File: config.mk
export PLATFORM = sky130hd
export DESIGN_NAME = mixer_tcp_midi_packet_parser_core
export DESIGN_NICKNAME = d
export VERILOG_FILES = /design/src/rtl/core/mtmp_pkg.sv /design/src/rtl/core/mixer_tcp_midi_packet_parser_core.sv /design/src/rtl/core/mtmp_front.sv /design/src/rtl/core/mtmp_queue.sv /design/src/rtl/core/mtmp_back.sv
export SDC_FILE = /design/constraint.sdc
export NUM_CORES = 1
export LEC_CHECK = 0
export ABC_AREA = 0
export BUFFER_PORTS_ARGS = -buffer_cell sky130_fd_sc_hd__buf_4
export CAP_MARGIN = 20
export CORE_MARGIN = 2
export CORE_UTILIZATION = 40
export DETAILED_ROUTE_END_ITERATION = 7
export HOLD_SLACK_MARGIN = 0.02
export SETUP_SLACK_MARGIN = 0.5
export SLEW_MARGIN = 10
export SYNTH_ARGS = -nofsm -noshare
export SYNTH_HDL_FRONTEND = slang
export SYNTH_HIERARCHICAL = 1
export SYNTH_SLANG_ARGS = --single-unit
File: constraint.sdc
create_clock -name clock -period 11.75 [get_ports clock]
set_input_delay 2.35 -clock clock [delete_from_list [all_inputs] [get_ports clock]]
set_output_delay 2.35 -clock clock [all_outputs]
set_load 0.02 [all_outputs]
File: src/rtl/core/mtmp_pkg.sv
// Shared types and constants for the mixer TCP MIDI packet parser.
`timescale 1ns / 1ps
`default_nettype none

package mtmp_pkg;

   localparam logic [7:0]  DELIM_BYTE    = 8'h00;

   localparam logic [15:0] TYPE_INCOMING = 16'd19789;
   localparam logic [15:0] TYPE_OUTGOING = 16'd19777;
   localparam logic [15:0] TYPE_SYSEX    = 16'd21331;

   localparam logic [2:0] KIND_IN      = 3'd0;
   localparam logic [2:0] KIND_OUT     = 3'd1;
   localparam logic [2:0] KIND_SYSEX   = 3'd2;
   localparam logic [2:0] KIND_UNKNOWN = 3'd3;
   localparam logic [2:0] KIND_END     = 3'd4;

   localparam logic [2:0] STATUS_OK         = 3'd0;
   localparam logic [2:0] STATUS_BAD_HEADER = 3'd1;
   localparam logic [2:0] STATUS_NO_DELIM   = 3'd2;
   localparam logic [2:0] STATUS_SYSEX_LEN  = 3'd3;
   localparam logic [2:0] STATUS_TRUNCATED  = 3'd4;

   localparam logic [1:0] REG_MAGIC_FIRST  = 2'd0;
   localparam logic [1:0] REG_MAGIC_SECOND = 2'd1;
   localparam logic [1:0] REG_MARKER       = 2'd2;

   typedef enum logic [3:0] {
      PH_HUNT   = 4'd0,
      PH_MAGIC2 = 4'd1,
      PH_DELIM1 = 4'd2,
      PH_MARKER = 4'd3,
      PH_LENGTH = 4'd4,
      PH_DELIM2 = 4'd5,
      PH_BODY   = 4'd6
   } phase_type;

   // One queue entry: an optional data result followed by an optional packet end.
   typedef struct packed {
      logic       has_data;
      logic [2:0] data_kind;
      logic [7:0] data_dev;
      logic [7:0] data_a;
      logic [7:0] data_b;
      logic [7:0] data_c;
      logic       has_end;
      logic [2:0] end_status;
      logic [7:0] end_dev;
   } entry_type;

   typedef struct packed {
      logic [2:0] kind;
      logic [7:0] dev;
      logic [7:0] a;
      logic [7:0] b;
      logic [7:0] c;
      logic [2:0] status;
      logic       last;
   } result_type;

endpackage

`default_nettype wire

File: src/rtl/core/mixer_tcp_midi_packet_parser_core.sv
// Top level of the mixer TCP MIDI packet parser.
`timescale 1ns / 1ps
`default_nettype none

// Parses a byte stream of mixer link packets (six-byte header, then a typed
// body) and turns it into MIDI, sysex and pass-through results, each packet
// closed by an end result carrying its status. One byte is taken per clock
// while the entry queue has room: the front parser updates its state on every
// accepted byte, so req_tready stays high whenever the entry queue has room.
// Parsed entries wait in a QUEUE_DEPTH-deep queue; the back end emits one
// result per cycle while rsp_tready does not stall it, through a registered
// output, so a byte that yields both a data result and a packet end gives
// two results in turn. An accepted byte's results pass through the queue
// store and then the output register. The three match registers are written
// over the csr_ port (always ready) and should only be changed while the parser is idle.
module mixer_tcp_midi_packet_parser_core #(
   parameter int QUEUE_DEPTH = 4
) (
   input  wire logic        clock,
   input  wire logic        reset,
   // input byte stream
   input  wire logic        req_tvalid,
   output logic             req_tready,
   input  wire logic [7:0]  req_tdata,    // [7:0] data_byte
   // result stream
   output logic             rsp_tvalid,
   input  wire logic        rsp_tready,
   output logic [39:0]      rsp_tdata,    // [7:0] device_code, [15:8] byte_a,
                                          // [23:16] byte_b, [31:24] byte_c,
                                          // [34:32] status, [39:35] zero
   output logic [2:0]       rsp_tuser,    // [2:0] event_kind
   output logic             rsp_tlast,    // last: set on the packet end
   // register writes: 0 magic_first, 1 magic_second, 2 marker_value
   input  wire logic        csr_valid,
   output logic             csr_ready,
   input  wire logic [1:0]  csr_index,
   input  wire logic [7:0]  csr_data
);
   import mtmp_pkg::*;

   entry_type  front_entry;
   entry_type  head_entry;
   logic       front_push;
   logic       queue_empty, queue_full;
   logic       back_pop;
   logic       accept;
   result_type result;

   // take a byte whenever the queue can absorb what it produces
   assign req_tready = ~queue_full;
   assign accept     = req_tvalid & req_tready;
   assign csr_ready  = 1'b1;

   mtmp_front u_front (
      .clock     (clock),
      .reset     (reset),
      .csr_valid (csr_valid),
      .csr_index (csr_index),
      .csr_data  (csr_data),
      .accept    (accept),
      .data_byte (req_tdata),
      .entry     (front_entry),
      .push      (front_push)
   );

   mtmp_queue #(
      .DEPTH (QUEUE_DEPTH)
   ) u_queue (
      .clock      (clock),
      .reset      (reset),
      .push       (front_push),
      .push_entry (front_entry),
      .pop        (back_pop),
      .head       (head_entry),
      .empty      (queue_empty),
      .full       (queue_full)
   );

   mtmp_back u_back (
      .clock      (clock),
      .reset      (reset),
      .head       (head_entry),
      .empty      (queue_empty),
      .pop        (back_pop),
      .out_ready  (rsp_tready),
      .out_valid  (rsp_tvalid),
      .out_result (result)
   );

   // pack the result, lowest field first, padded to whole bytes
   assign rsp_tdata = {5'b00000, result.status, result.c, result.b, result.a, result.dev};
   assign rsp_tuser = result.kind;
   assign rsp_tlast = result.last;

endmodule

`default_nettype wire

File: src/rtl/core/mtmp_front.sv
// Front end: configuration registers, packet header and body parsing.
`timescale 1ns / 1ps
`default_nettype none

module mtmp_front (
   input  wire logic               clock,
   input  wire logic               reset,
   input  wire logic               csr_valid,
   input  wire logic [1:0]         csr_index,
   input  wire logic [7:0]         csr_data,
   input  wire logic               accept,
   input  wire logic [7:0]         data_byte,
   output mtmp_pkg::entry_type     entry,
   output logic                    push
);
   import mtmp_pkg::*;

   logic [7:0]  magic_first_ff, magic_second_ff, marker_ff;
   phase_type   phase_ff, phase_in;
   logic [7:0]  pos_ff, pos_in;
   logic [7:0]  len_ff, len_in;
   logic [15:0] type_ff, type_in;
   logic [7:0]  dev_ff, dev_in;
   logic [15:0] held_ff, held_in;
   logic [1:0]  held_cnt_ff, held_cnt_in;
   logic [7:0]  sx_exp_ff, sx_exp_in;
   logic [7:0]  sx_seen_ff, sx_seen_in;
   logic [2:0]  err_ff, err_in;
   logic [7:0]  sub_pos;

   always_ff @(posedge clock) begin
      if (reset) begin
         magic_first_ff  <= 8'd85;
         magic_second_ff <= 8'd67;
         marker_ff       <= 8'd1;
      end else if (csr_valid) begin
         unique case (csr_index)
            REG_MAGIC_FIRST:  magic_first_ff  <= csr_data;
            REG_MAGIC_SECOND: magic_second_ff <= csr_data;
            REG_MARKER:       marker_ff       <= csr_data;
            default: ;
         endcase
      end
   end

   always_ff @(posedge clock) begin
      if (reset) begin
         phase_ff    <= PH_HUNT;
         pos_ff      <= '0;
         len_ff      <= '0;
         type_ff     <= '0;
         dev_ff      <= '0;
         held_ff     <= '0;
         held_cnt_ff <= '0;
         sx_exp_ff   <= '0;
         sx_seen_ff  <= '0;
         err_ff      <= '0;
      end else begin
         phase_ff    <= phase_in;
         pos_ff      <= pos_in;
         len_ff      <= len_in;
         type_ff     <= type_in;
         dev_ff      <= dev_in;
         held_ff     <= held_in;
         held_cnt_ff <= held_cnt_in;
         sx_exp_ff   <= sx_exp_in;
         sx_seen_ff  <= sx_seen_in;
         err_ff      <= err_in;
      end
   end

   assign sub_pos = pos_ff - 8'd4;

   always_comb begin
      phase_in    = phase_ff;
      pos_in      = pos_ff;
      len_in      = len_ff;
      type_in     = type_ff;
      dev_in      = dev_ff;
      held_in     = held_ff;
      held_cnt_in = held_cnt_ff;
      sx_exp_in   = sx_exp_ff;
      sx_seen_in  = sx_seen_ff;
      err_in      = err_ff;
      entry       = '0;

      if (accept) begin
         unique case (phase_ff)
            PH_HUNT: begin
               if (data_byte == magic_first_ff) phase_in = PH_MAGIC2;
            end
            PH_MAGIC2: begin
               if (data_byte != magic_second_ff) begin
                  entry.has_end    = 1'b1;
                  entry.end_status = STATUS_BAD_HEADER;
                  phase_in = (data_byte == magic_first_ff) ? PH_MAGIC2 : PH_HUNT;
               end else begin
                  phase_in = PH_DELIM1;
               end
            end
            PH_DELIM1: begin
               if (data_byte != DELIM_BYTE) begin
                  entry.has_end    = 1'b1;
                  entry.end_status = STATUS_NO_DELIM;
                  phase_in = (data_byte == magic_first_ff) ? PH_MAGIC2 : PH_HUNT;
               end else begin
                  phase_in = PH_MARKER;
               end
            end
            PH_MARKER: begin
               if (data_byte != marker_ff) begin
                  entry.has_end    = 1'b1;
                  entry.end_status = STATUS_BAD_HEADER;
                  phase_in = (data_byte == magic_first_ff) ? PH_MAGIC2 : PH_HUNT;
               end else begin
                  phase_in = PH_LENGTH;
               end
            end
            PH_LENGTH: begin
               len_in   = data_byte;
               phase_in = PH_DELIM2;
            end
            PH_DELIM2: begin
               if (data_byte != DELIM_BYTE) begin
                  entry.has_end    = 1'b1;
                  entry.end_status = STATUS_NO_DELIM;
                  phase_in = (data_byte == magic_first_ff) ? PH_MAGIC2 : PH_HUNT;
               end else begin
                  // open a fresh body
                  pos_in      = '0;
                  type_in     = '0;
                  dev_in      = '0;
                  held_in     = '0;
                  held_cnt_in = '0;
                  sx_exp_in   = '0;
                  sx_seen_in  = '0;
                  err_in      = STATUS_OK;
                  if (len_ff == 8'd0) begin
                     entry.has_end    = 1'b1;
                     entry.end_status = STATUS_TRUNCATED;
                     phase_in = PH_HUNT;
                  end else begin
                     phase_in = PH_BODY;
                  end
               end
            end
            PH_BODY: begin
               if (err_ff == STATUS_OK) begin
                  if (pos_ff == 8'd0) begin
                     type_in = {data_byte, 8'h00};
                  end else if (pos_ff == 8'd1) begin
                     type_in = {type_ff[15:8], data_byte};
                  end else if (pos_ff == 8'd2 || pos_ff == 8'd3) begin
                     if (data_byte != DELIM_BYTE) err_in = STATUS_NO_DELIM;
                  end else if (type_ff == TYPE_INCOMING) begin
                     if (sub_pos == 8'd0) begin
                        dev_in = data_byte;
                     end else if (sub_pos == 8'd1) begin
                        if (data_byte != DELIM_BYTE) err_in = STATUS_NO_DELIM;
                     end else begin
                        // emit the byte held back, hold this one
                        if (held_cnt_ff != 2'd0) begin
                           entry.has_data  = 1'b1;
                           entry.data_kind = KIND_IN;
                           entry.data_dev  = dev_ff;
                           entry.data_a    = held_ff[7:0];
                        end
                        held_in     = {8'h00, data_byte};
                        held_cnt_in = 2'd1;
                     end
                  end else if (type_ff == TYPE_OUTGOING) begin
                     if (sub_pos == 8'd0) begin
                        dev_in = data_byte;
                     end else if (sub_pos == 8'd1) begin
                        if (data_byte != DELIM_BYTE) err_in = STATUS_NO_DELIM;
                     end else if (sub_pos >= 8'd3) begin
                        if (held_cnt_ff >= 2'd2) begin
                           entry.has_data  = 1'b1;
                           entry.data_kind = KIND_OUT;
                           entry.data_dev  = dev_ff;
                           entry.data_a    = held_ff[15:8];
                           entry.data_b    = held_ff[7:0];
                           entry.data_c    = data_byte;
                           held_in     = '0;
                           held_cnt_in = '0;
                        end else begin
                           held_in     = {held_ff[7:0], data_byte};
                           held_cnt_in = held_cnt_ff + 2'd1;
                        end
                     end
                  end else if (type_ff == TYPE_SYSEX) begin
                     if (sub_pos == 8'd0) begin
                        dev_in = data_byte;
                     end else if (sub_pos == 8'd1 || sub_pos == 8'd3) begin
                        if (data_byte != DELIM_BYTE) err_in = STATUS_NO_DELIM;
                     end else if (sub_pos == 8'd2) begin
                        sx_exp_in = data_byte;
                     end else begin
                        entry.has_data  = 1'b1;
                        entry.data_kind = KIND_SYSEX;
                        entry.data_dev  = dev_ff;
                        entry.data_a    = data_byte;
                        sx_seen_in = sx_seen_ff + 8'd1;
                     end
                  end else begin
                     entry.has_data  = 1'b1;
                     entry.data_kind = KIND_UNKNOWN;
                     entry.data_a    = data_byte;
                  end
               end

               pos_in = pos_ff + 8'd1;
               if (pos_in == len_ff) begin
                  entry.has_end = 1'b1;
                  entry.end_dev = dev_in;
                  priority if (err_in != STATUS_OK) begin
                     entry.end_status = err_in;
                  end else if (len_ff < 8'd4) begin
                     entry.end_status = STATUS_TRUNCATED;
                  end else if (type_in == TYPE_INCOMING && held_cnt_in == 2'd0) begin
                     entry.end_status = STATUS_TRUNCATED;
                  end else if (type_in == TYPE_SYSEX && sx_seen_in != sx_exp_in) begin
                     entry.end_status = STATUS_SYSEX_LEN;
                  end else begin
                     entry.end_status = STATUS_OK;
                  end
                  phase_in = PH_HUNT;
               end
            end
            default: begin
               phase_in = PH_HUNT;
            end
         endcase
      end
   end

   assign push = entry.has_data | entry.has_end;

endmodule

`default_nettype wire

File: src/rtl/core/mtmp_queue.sv
// Short queue of parsed entries between front and back.
`timescale 1ns / 1ps
`default_nettype none

module mtmp_queue #(
   parameter int DEPTH = 4
) (
   input  wire logic               clock,
   input  wire logic               reset,
   input  wire logic               push,
   input  mtmp_pkg::entry_type     push_entry,
   input  wire logic               pop,
   output mtmp_pkg::entry_type     head,
   output logic                    empty,
   output logic                    full
);
   import mtmp_pkg::*;

   localparam int PtrWidth   = (DEPTH > 1) ? $clog2(DEPTH) : 1;
   localparam int CountWidth = $clog2(DEPTH + 1);

   entry_type             store_ff [DEPTH];
   logic [PtrWidth-1:0]   wr_ptr_ff, rd_ptr_ff;
   logic [CountWidth-1:0] count_ff;
   logic                  do_push, do_pop;

   assign empty   = (count_ff == CountWidth'(0));
   assign full    = (count_ff == CountWidth'(DEPTH));
   assign do_push = push & ~full;
   assign do_pop  = pop & ~empty;
   assign head    = store_ff[rd_ptr_ff];

   always_ff @(posedge clock) begin
      if (do_push) store_ff[wr_ptr_ff] <= push_entry;
   end

   always_ff @(posedge clock) begin
      if (reset) begin
         wr_ptr_ff <= '0;
         rd_ptr_ff <= '0;
         count_ff  <= '0;
      end else begin
         if (do_push) begin
            wr_ptr_ff <= (wr_ptr_ff == PtrWidth'(DEPTH - 1)) ? '0 : wr_ptr_ff + 1'b1;
         end
         if (do_pop) begin
            rd_ptr_ff <= (rd_ptr_ff == PtrWidth'(DEPTH - 1)) ? '0 : rd_ptr_ff + 1'b1;
         end
         if (do_push && !do_pop) count_ff <= count_ff + 1'b1;
         else if (do_pop && !do_push) count_ff <= count_ff - 1'b1;
      end
   end

endmodule

`default_nettype wire

File: src/rtl/core/mtmp_back.sv
// Back end: split queue entries into results and drive the output register.
`timescale 1ns / 1ps
`default_nettype none

module mtmp_back (
   input  wire logic               clock,
   input  wire logic               reset,
   input  mtmp_pkg::entry_type     head,
   input  wire logic               empty,
   output logic                    pop,
   input  wire logic               out_ready,
   output logic                    out_valid,
   output mtmp_pkg::result_type    out_result
);
   import mtmp_pkg::*;

   logic       valid_ff, valid_in;
   logic       data_done_ff, data_done_in;
   result_type result_ff, result_in;
   logic       load;

   assign load = ~valid_ff | out_ready;

   always_comb begin
      valid_in     = valid_ff;
      data_done_in = data_done_ff;
      result_in    = result_ff;
      pop          = 1'b0;
      if (load) begin
         valid_in = 1'b0;
         if (!empty) begin
            valid_in = 1'b1;
            if (head.has_data && !data_done_ff) begin
               result_in.kind   = head.data_kind;
               result_in.dev    = head.data_dev;
               result_in.a      = head.data_a;
               result_in.b      = head.data_b;
               result_in.c      = head.data_c;
               result_in.status = STATUS_OK;
               result_in.last   = 1'b0;
               if (head.has_end) data_done_in = 1'b1;
               else pop = 1'b1;
            end else begin
               result_in.kind   = KIND_END;
               result_in.dev    = head.end_dev;
               result_in.a      = '0;
               result_in.b      = '0;
               result_in.c      = '0;
               result_in.status = head.end_status;
               result_in.last   = 1'b1;
               data_done_in     = 1'b0;
               pop              = 1'b1;
            end
         end
      end
   end

   always_ff @(posedge clock) begin
      if (reset) begin
         valid_ff     <= 1'b0;
         data_done_ff <= 1'b0;
      end else begin
         valid_ff     <= valid_in;
         data_done_ff <= data_done_in;
      end
   end

   always_ff @(posedge clock) begin
      result_ff <= result_in;
   end

   assign out_valid  = valid_ff;
   assign out_result = result_ff;

endmodule

`default_nettype wire
==> results of run 1 <==
power by group through the flow:
stage                     Sequential, µW  Clock [µW]  Combinational, µW
final                               1380        1140                257
after global routing                1390        1210                283
after CTS                           1390        1170                257
after detailed placement            1410           0                257
after global placement              1410           0                254
after floorplan                     1450           0                132
how the worst max path moves through the flow:
stage,startpoint,endpoint,slack [ns]
floorplan,req_tdata[2],u_queue/count_ff[2],6.35
global placement,req_tvalid,u_queue/count_ff[2],5.84
detailed placement,req_tvalid,u_queue/count_ff[2],5.75
CTS,req_tvalid,u_queue/count_ff[2],6.30
global route,req_tvalid,u_queue/count_ff[2],5.98
finish,req_tvalid,u_queue/count_ff[2],6.27
routing by layer:
metal | up-vias | part of all wire [%]
li1 | 4462 | -
met1 | 4723 | 46
met2 | 243 | 47
met3 | 62 | 4.8
met4 | 0 | 2.6
met5 | - | 0
through the flow:
step | power [µW] | hold WS (ns) | cell area (µm²)
2_1_floorplan | 1580 | 0.432 | 15200
3_3_place_gp | 1660 | 0.438 | 16100
3_5_place_dp | 1670 | 0.448 | 16100
4_1_cts | 2810 | 0.456 | 17300
5_1_grt | 2890 | 0.479 | 17300
6_report | 2780 | 0.453 | 17300
area by class of cell:
cell class / count / area (µm²) / share of cell area (%)
clock buffer: 52 / 1070 / 6.22
clock inverter: 15 / 120 / 0.695
inverter: 21 / 83.8 / 0.485
multi-input combinational: 738 / 5530 / 32.0
sequential: 346 / 9240 / 53.5
tap: 511 / 639 / 3.70
timing repair buffer: 77 / 591 / 3.42
cell families (layout without fill, tap and decap cells):
group | after synthesis | count (layout) | synth area share (%)
AO/OA/AOI/OAI | 176 | 176 | 7.75
multiplexers | 105 | 105 | 11.1
AND/OR/NAND/NOR | 386 | 386 | 13.1
flip-flops | 346 | 346 | 60.7
other | 3 | 7 | 0.0740
XOR/XNOR | 52 | 52 | 2.99
adder cells (fa/ha/maj) | 12 | 12 | 1.04
buffers and inverters | 102 | 165 | 3.22
critical path, cell delays in order:
cell,delay [ns]
buf_4,0.07
nor2b_1,0.15
buf_4,0.21
and3_1,0.59
o211ai_1,0.27
a21o_1,0.32
inv_1,0.17
or2_2,0.19
inv_1,0.08
nor2_2,0.14
ha_1,0.21
inv_1,0.07
fa_1,0.37
xor2_1,0.17
or3_2,0.41
a21oi_1,0.15
state kept, by name (all words and copies together) (netlist names), 8 cells and up, named ones only:
register	cells
u_front/held_ff	16
u_front/magic_first_ff	8
u_front/type_ff	16
u_front/pos_ff	8
u_back/out_result	39
u_front/magic_second_ff	8
u_front/marker_ff	8
u_front/dev_ff	8
u_front/sx_seen_ff	8
u_front/len_ff	8
u_front/sx_exp_ff	8
u_queue/store_ff	192
cell usage after synthesis, drive strengths merged, types with 13 or more instances:
library cell / instances / area share, %
dfxtp: 115 / 15
nand3: 27 / 0.89
nor2b: 16 / 0.71
inv: 20 / 0.49
a22oi: 45 / 2.2
nor4: 13 / 0.53
edfxtp: 231 / 46
xnor2: 35 / 2.0
a211oi: 13 / 0.64
mux4: 48 / 7.1
nor3: 24 / 0.82
and2: 52 / 2.1
clkbuf: 59 / 1.5
nand2: 50 / 1.2
mux2i: 49 / 3.2
buf: 22 / 1.2
nor2: 141 / 3.5
a21oi: 43 / 1.4
xor2: 17 / 0.98
o21ai: 29 / 0.95
==> metrics.csv, run 1 <==
metric;value;unit
core area;37600;µm²
fill count;3388;
Setup Buffers After CTS;0;
Ant. Diodes;0;
CTS Buffer Depth;3;
Setup TNS Final;0;ns
clk root buf;clkbuf_16;
CP Launch Type;input pin;
Setup CP Type;input pin to flop;
DP Wirelength;20500;µm
Layout Nets;1257;
Post-synth ARST share;0;%
Worst Hold Path EP;u_front/held_ff[15];
FF+latch count, synth;346;
P per Cell Area;161;nW/µm²
Overall Global Routing Usage;16.9;%
Die Width;199;µm
end of the worst register-to-register path;u_queue/count_ff[2];
wire per inst;18.7;µm
Slew headroom;21.8;%
CTS tree;yes;
CP Max Fanout;16;
Sink Count;346;
Global Route met2 Usage;27.3;%
WHS Path Cells;2;
Hold Fails Final Rpt;0;
Worst Path Required;12.20;ns
clk_skew;0.0125;ns
Die H;199;µm
antenna violations before repair;0;
pre-CTS WS;5.75;ns
Max Freq;182;MHz
commonest non-fill, non-tap cells in the layout;edfxtp_1 (231), nor2_1 (138), dfxtp_1 (113);
Row Count;71;
fin crit period;5.48;ns
Yosys cell types;78;
unrepaired setup endpoints after global routing;false;
Critical Path End Type;flop;
latest clock arrival within the worst-skew pair;0.53;ns
GP Congestion;0.911;
drt pass-1 iters;5;
R2R setup slack;6.77;ns
clock-pin transition on the worst setup and hold timing paths;0.06;ns
Inserted Clock Buffers;38;
number of global-route vias before repair;9452;
starting density of the core;40.5;%
Post-Place Cells;1692;
dominant synthesized flop cell;edfxtp_1;
DRC viols;0;
cell area after synthesis;15200;µm²
Pins Over Slew Limit;0;
Clock power frac;40.9;%
die area;39600;µm²
Worst Hold Class;flop to flop;
Top Usage Layer GRT;met2;
hold buffer count at CTS;0;
largest net degree at the start of global routing;76;
Antenna Nets Post-Route;0;
max_cap viols;0;
Worst Hold Launch;u_front/held_ff[15];
fin crit share;46.7;%
Final Non-Filler Cells;1760;
I/O pin count;70;
post-route setup slack;6.27;ns
syn_area_per_cell;12.9;µm²
number of port buffers;63;
routed vias;9490;
Gate power share;9.3;%
met1 Use GR;23.5;%
remaining global-route overflow;0;
peak supply drop;0.103;mV
layout cells sized above 1;17.4;%
Vias/cell;5.39;
worst r2r src;u_front/pos_ff[0];
status;completed;
Worst Tran Pin Value;1.17;ns
Layout area overhead;13.6;%
Routed WL;32900;µm
NetSw;641;µW
yosys warns;6;
EDFF count, synth;231;
Mapped Cells;1182;
register area share after synthesis;60.7;%
Final Util;46.0;%
leakage;0.00584;µW
H-tree depth;2;
WP data arrival;5.94;ns
sequential share of power;49.8;%
R2R depth;18;
1st-iter DRT viols;756;
Net Sw Frac;23.1;%
PostCTS Resize Cnt;0;
routing usage on met3;2.64;%
commonest non-fill, non-tap cell in the layout;edfxtp_1;
first-pass GRT wire length;52000;µm
setup violators final;0;
P_int;2140;µW
No activity file was read; power rests on OpenSTA's default activity.
==> run 2: changes to the inputs <==
clock period = 5.05 ns   (was 11.75 ns; I/O delays follow)
==> run 2 against run 1 <==
First-iteration DRC count increased by 4.5%. Critical path depth down 5. Sequential power increased by 130%. Routed wire length grew 1.2%. Register-to-register slack worse by 6.0 ns. Global-route usage is 0.23 points higher. Worst setup slack lost 5.5 ns. Cell count is 0.85% higher. Critical endpoint is now u_queue/store_ff[0][8]. Largest cell class unchanged. Highest routed layer unchanged.
==> metrics.csv, run 2 (same netlist as run 1, synthesis figures left out) <==
metric;value;unit;change
wire per inst;18.8;µm;+0.30%
Worst Hold Class;flop to flop;;
R2R setup slack;0.73;ns;-6.04 ns
setup violators final;0;;unchanged
Worst Hold Path EP;u_front/held_ff[11];;
Layout area overhead;15.0;%;
core area;37600;µm²;unchanged
Setup TNS Final;0;ns;unchanged
CP Max Fanout;11;;-5
Layout Nets;1269;;+0.95%
Max Freq;232;MHz;
drt pass-1 iters;8;;+3
post-route setup slack;0.734;ns;-5.53 ns
Slew headroom;27.4;%;+5.6 points
max_cap viols;0;;unchanged
fin crit share;85.5;%;
pre-CTS WS;0.489;ns;-5.26 ns
leakage;0.00594;µW;+1.8%
Sink Count;346;;unchanged
latest clock arrival within the worst-skew pair;0.52;ns;about the same
remaining global-route overflow;0;;unchanged
Worst Hold Launch;u_front/held_ff[11];;
largest net degree at the start of global routing;85;;+12%
H-tree depth;2;;unchanged
unrepaired setup endpoints after global routing;false;;
Hold Fails Final Rpt;0;;unchanged
commonest non-fill, non-tap cells in the layout;edfxtp_1 (231), nor2_1 (136), dfxtp_1 (112);;
Pins Over Slew Limit;0;;unchanged
max reg flops;192;;unchanged
DRC viols;0;;unchanged
GP Congestion;0.913;;+0.23%
Critical Path End Type;flop;;
I/O pin count;70;;unchanged
WP data arrival;4.55;ns;-1.39 ns
CTS tree;yes;;
commonest non-fill, non-tap cell in the layout;edfxtp_1;;
antenna violations before repair;0;;unchanged
Antenna Nets Post-Route;0;;unchanged
Row Count;71;;unchanged
Die H;199;µm;unchanged
Inserted Clock Buffers;39;;+2.6%
WHS Path Cells;2;;unchanged
hold buffer count at CTS;0;;unchanged
R2R depth;11;;-7
starting density of the core;40.5;%;unchanged
clk_skew;0.0144;ns;+0.00192 ns
clock-pin transition on the worst setup and hold timing paths;0.05;ns;about the same
status;completed;;
first-pass GRT wire length;52800;µm;+1.5%
CTS Buffer Depth;3;;unchanged
fin crit period;4.32;ns;
P per Cell Area;377;nW/µm²;+130%
worst r2r src;u_front/pos_ff[1];;
Setup Buffers After CTS;0;;unchanged
end of the worst register-to-register path;u_queue/store_ff[0][8];;
Overall Global Routing Usage;17.2;%;+0.23 points
layout cells sized above 1;18.8;%;+1.4 points
Die Width;199;µm;unchanged
number of global-route vias before repair;9458;;+0.063%
1st-iter DRT viols;790;;+4.5%
number of port buffers;63;;unchanged
routed vias;9496;;+0.063%
Reg with most FFs;u_queue/store_ff;;
Routed WL;33300;µm;+1.2%
Ant. Diodes;0;;unchanged
Vias/cell;5.35;;-0.78%
Worst Path Required;5.29;ns;-6.91 ns
Setup CP Type;flop to flop;;
peak supply drop;0.223;mV;+120%
clk root buf;clkbuf_16;;
die area;39600;µm²;unchanged
DP Wirelength;20900;µm;+2.3%
CP Launch Type;flop;;
Worst Tran Pin Value;1.08;ns;-0.0915 ns
run 2: layout make-up:
| type | instances | area [µm²] |
|---|---|---|
| multi-input cells | 738 | 5540 |
| flip-flops and latches | 346 | 9250 |
| clock buffers | 48 | 1030 |
| inverters | 21 | 83.8 |
| repair buffers | 88 | 723 |
| well taps | 511 | 639 |
| fillers | 3345 | 20100 |
| clock inverters | 23 | 238 |
run 2: worst max-delay path by stage:
stage | startpoint | endpoint | slack, ns | cells past startpoint
detailed placement | u_front/pos_ff[0] | u_queue/count_ff[2] | 0.49 | 18
global route | u_front/pos_ff[5] | u_queue/count_ff[2] | 0.52 | 16
finish | u_front/pos_ff[1] | u_queue/store_ff[0][8] | 0.73 | 11
floorplan | req_tdata[2] | u_queue/count_ff[2] | 0.99 | 17
CTS | u_front/pos_ff[0] | u_queue/count_ff[2] | 0.50 | 18
global placement | u_front/pos_ff[0] | u_queue/count_ff[2] | 0.54 | 18
run 2: routing by layer:
metal	vias to the layer above	wire length, µm	global-route usage [%]
met4	0	647	4.73
li1	4493	-	-
met2	270	16200	28.9
met1	4684	14700	23.1
met3	49	1780	2.70
met5	-	0	0
run 2: critical path, cell delays in order, from the launching register on:
cell and delay, ns:
dfxtp_1 0.44, inv_1 0.12, ha_1 0.35, or4b_1 0.58, or4_4 0.55, or4_2 0.56
o211ai_1 0.14, mux2i_1 0.22, nand2_1 0.07, o41ai_1 0.61, a31o_1 0.26, o21ai_1 0.13
run 2: per-stage QoR:
| stage | util, % | total power, µW | cell area (µm²) | instances | hold slack, ns |
|---|---|---|---|---|---|
| 2_1_floorplan | - | 3670 | 15200 | 1186 | 0.432 |
| 3_3_place_gp | 43.1 | 3880 | 16200 | 1703 | 0.440 |
| 3_5_place_dp | 43.1 | 3890 | 16200 | 1703 | 0.446 |
| 4_1_cts | 46.5 | 6680 | 17500 | 1774 | 0.453 |
| 5_1_grt | 46.6 | 6870 | 17500 | 1775 | 0.480 |
| 6_report | 46.6 | 6600 | 17500 | 1775 | 0.450 |
run 2: power by group:
| part | total (µW) | leakage [µW] | switching (µW) | internal [µW] |
|---|---|---|---|---|
| Clock | 2770 | 0.000619 | 1110 | 1670 |
| Sequential | 3220 | 0.00311 | 47.2 | 3170 |
| Combinational | 611 | 0.00221 | 355 | 256 |
| Total | 6600 | 0.00594 | 1510 | 5090 |
run 2: repair_timing:
item	in CTS	in global routing
cloned	0	0
endpoints found under the setup margin	1	1
resized for setup	1	7
==> run 3: changes to the inputs <==
ABC_AREA = 1   (was 0)
==> run 3 against run 2 <==
Routed wire length increased by 19%. Fmax increased by 13%. Largest cell class unchanged. Clock skew increased by 0.00066 ns. Clock power about the same. Non-clock buffer count decreased by 8. Cell count increased by 32%. Sequential power increased by 11%. Critical endpoint is now u_queue/count_ff[2].
==> metrics.csv, run 3 <==
metric;value;unit;change
status;completed;;
routed vias;12200;;+28%
CP Launch Type;flop;;
Inserted Clock Buffers;38;;-2.6%
starting density of the core;40.4;%;-0.075 points
clk root buf;clkbuf_16;;
max_cap viols;0;;unchanged
crit path buf inv count;8;;+7
latest clock arrival within the worst-skew pair;0.54;ns;+0.02 ns
R2R setup slack;1.23;ns;+0.49 ns
commonest non-fill, non-tap cells in the layout;nand2_1 (302), nor2_1 (269), edfxtp_1 (231);;
Reg with most FFs;u_queue/store_ff;;
Mapped Cells;1757;;+49%
drt pass-1 iters;7;;-1
most frequent cells after synthesis;nand2_1 (302), nor2_1 (273), edfxtp_1 (231);;
antenna violations before repair;0;;unchanged
CTS Buffer Depth;3;;unchanged
Worst Path Required;5.48;ns;+0.19 ns
fin crit share;75.7;%;-9.7 points
max reg flops;192;;unchanged
CTS tree;yes;;
Ant. Diodes;0;;unchanged
largest net degree at the start of global routing;97;;+14%
Routed WL;39500;µm;+19%
CP Max Fanout;8;;-3
Layout area overhead;13.0;%;
Setup CP Type;flop to flop;;
pre-CTS WS;0.990;ns;+0.501 ns
register area share after synthesis;57.7;%;-3.1 points
dominant synthesized flop cell;edfxtp_1;;
Worst Hold Class;flop to flop;;
leakage;0.00695;µW;+17%
end of the worst register-to-register path;u_queue/count_ff[2];;
commonest non-fill, non-tap cell in the layout;nand2_1;;
Worst path slowest cell;dfxtp_1;;
Critical Path End Type;flop;;
unrepaired setup endpoints after global routing;false;;
1st-iter DRT viols;1089;;+38%
number of global-route vias before repair;11400;;+21%
WHS Path Cells;2;;unchanged
PnR Total Power;8530;µW;+29%
Vias/cell;5.17;;-3.3%
leading cell type by number of instances after synthesis;nand2_1;;
post-route setup slack;1.23;ns;+0.492 ns
Layout Nets;1831;;+44%
Top cell by count, worst path;inv_1;;
crit-path max cell delay;0.41;ns;-0.20 ns
EDFF count, synth;231;;unchanged
Row Count;73;;+2.8%
Yosys cell types;55;;-29%
fill count;3827;;+14%
Slew headroom;38.0;%;+11 points
cell area after synthesis;16000;µm²;+5.3%
DP Wirelength;25600;µm;+22%
sequential cell area;9240;µm²;about the same
fin crit period;3.82;ns;-0.492 ns
Pins Over Slew Limit;0;;unchanged
FF+latch count, synth;346;;unchanged
P per Cell Area;471;nW/µm²;+25%
PostCTS Resize Cnt;0;;-1
Die H;204;µm;+2.6%
CP top delay family;simple AND/OR/NAND/NOR gates;;
Sink Count;346;;unchanged
Area contributors post-synth;edfxtp_1 (43%), dfxtp_1 (14%), nand2_1 (7.1%), nor2_1 (6.4%), inv_1 (4.3%);;
Overall Global Routing Usage;19.0;%;+1.9 points
DRC viols;0;;unchanged
wire per inst;16.8;µm;-11%
clock-pin transition on the worst setup and hold timing paths;0.06;ns;about the same
Max Freq;262;MHz;+13%
number of port buffers;63;;unchanged
worst r2r src;u_front/pos_ff[0];;
Worst Hold Launch;u_front/type_ff[15];;
CP Cell Sequence;inv_1 > ha_1 > inv_1 > nor2_2 > o21ai_2 > inv_1 > nor3_1 > o21ai_0 > nor2_1 > inv_2 > nand2_1 > nand2_1 > inv_1 > ha_1 > inv_1 > fa_1 > inv_1 > nand2_1 > nand3_1 > nand2_1 > inv_1 > nor2_1;;
H-tree depth;2;;unchanged
Die Width;204;µm;+2.6%
core area;39600;µm²;+5.5%
Antenna Nets Post-Route;0;;unchanged
layout cells sized above 1;11.6;%;-7.1 points
I/O pin count;70;;unchanged
cell taking the most area after synthesis;edfxtp_1;;
die area;41700;µm²;+5.2%
R2R depth;22;;+11
peak supply drop;0.242;mV;+8.3%
syn_area_per_cell;9.12;µm²;-29%
clk_skew;0.0150;ns;+0.000656 ns
setup violators final;0;;unchanged
WP data arrival;4.26;ns;-0.29 ns
Setup Buffers After CTS;0;;unchanged
remaining global-route overflow;0;;unchanged
Worst Tran Pin Value;0.923;ns;-0.156 ns
Post-synth ARST share;0;%;unchanged
yosys warns;6;;unchanged
final hold slack;0.465;ns;+0.0146 ns
Hold Fails Final Rpt;0;;unchanged
Setup TNS Final;0;ns;unchanged
hold buffer count at CTS;0;;unchanged
GP Congestion;0.913;;about the same
Synth top area share;43.3;%;-2.3 points
first-pass GRT wire length;62600;µm;+19%
multi-input logic area;5550;µm²;+0.20%
Worst Hold Path EP;u_front/type_ff[15];;
-- run 3: cell count changes after synthesis, moves of 48 or more --
| cell | before | now |
|---|---|---|
| mux2i_1 | 49 | 0 |
| nand2_1 | 50 | 302 |
| inv_1 | 20 | 183 |
| mux4_2 | 48 | 0 |
| o22ai_1 | 2 | 57 |
| nor2_1 | 139 | 273 |
| o21ai_0 | 24 | 128 |
| and2_1 | 52 | 0 |
-- run 3: stage by stage --
step | utilization (%) | cell area, µm² | std cells
after floorplan | - | 16000 | 1761
after global placement | 42.5 | 16800 | 2280
after detailed placement | 42.5 | 16800 | 2280
after CTS | 45.6 | 18100 | 2350
after global routing | 45.7 | 18100 | 2351
final | 45.7 | 18100 | 2351
-- run 3: worst register-to-register path, stage by stage (launching register included) --
cell and delay (ns):
dfxtp_1 0.41, inv_1 0.13, ha_1 0.25, inv_1 0.10, nor2_2 0.06, o21ai_2 0.30
inv_1 0.08, nor3_1 0.32, o21ai_0 0.13, nor2_1 0.30, inv_2 0.14, nand2_1 0.14
nand2_1 0.28, inv_1 0.14, ha_1 0.18, inv_1 0.06, fa_1 0.38, inv_1 0.08
nand2_1 0.06, nand3_1 0.08, nand2_1 0.05, inv_1 0.05, nor2_1 0.03
-- run 3: layout make-up --
type / count / area share [%]
Sequential cell: 346 / 51.1
Tap cell: 525 / 3.63
Timing Repair Buffer: 80 / 3.64
Inverter: 198 / 4.13
Clock buffer: 56 / 6.13
Clock inverter: 14 / 0.740
Multi-Input combinational cell: 1132 / 30.7
-- run 3: cells by family after synthesis --
group / share of synthesized area [%]
other: 0.0703
buffers and inverters: 8.00
and+or+nand+nor: 19.6
AOI/OAI and AO/OA: 12.0
DFF: 57.7
xor gates and xnor gates: 1.69
adders and majority gates: 0.984
-- run 3: routing by layer --
layer	GRT usage, %	wire, µm	vias up
li1	-	-	5965
met5	0	0	-
met3	3.13	2290	89
met4	6.37	1150	0
met2	31.0	18300	352
met1	25.9	17700	5757
-- run 3: how the worst max path moves through the flow --
stage | endpoint | slack, ns | cells past startpoint | start
global route | u_queue/count_ff[2] | 0.75 | 22 | u_front/pos_ff[0]
detailed placement | u_queue/count_ff[1] | 0.99 | 16 | req_tdata[1]
floorplan | u_queue/store_ff[0][0] | 0.20 | 10 | req_tvalid
finish | u_queue/count_ff[2] | 1.23 | 22 | u_front/pos_ff[0]
global placement | u_queue/count_ff[2] | 1.07 | 20 | req_tvalid
CTS | u_queue/count_ff[2] | 1.23 | 22 | u_front/pos_ff[0]
-- run 3: where the power goes --
group          switching [µW]  internal, µW  total, µW  leakage (µW)
sequential                124          3460       3580       0.00318
clock                    1110          1630       2740      0.000615
combinational            1500           705       2200       0.00316
total                    2730          5790       8530       0.00695
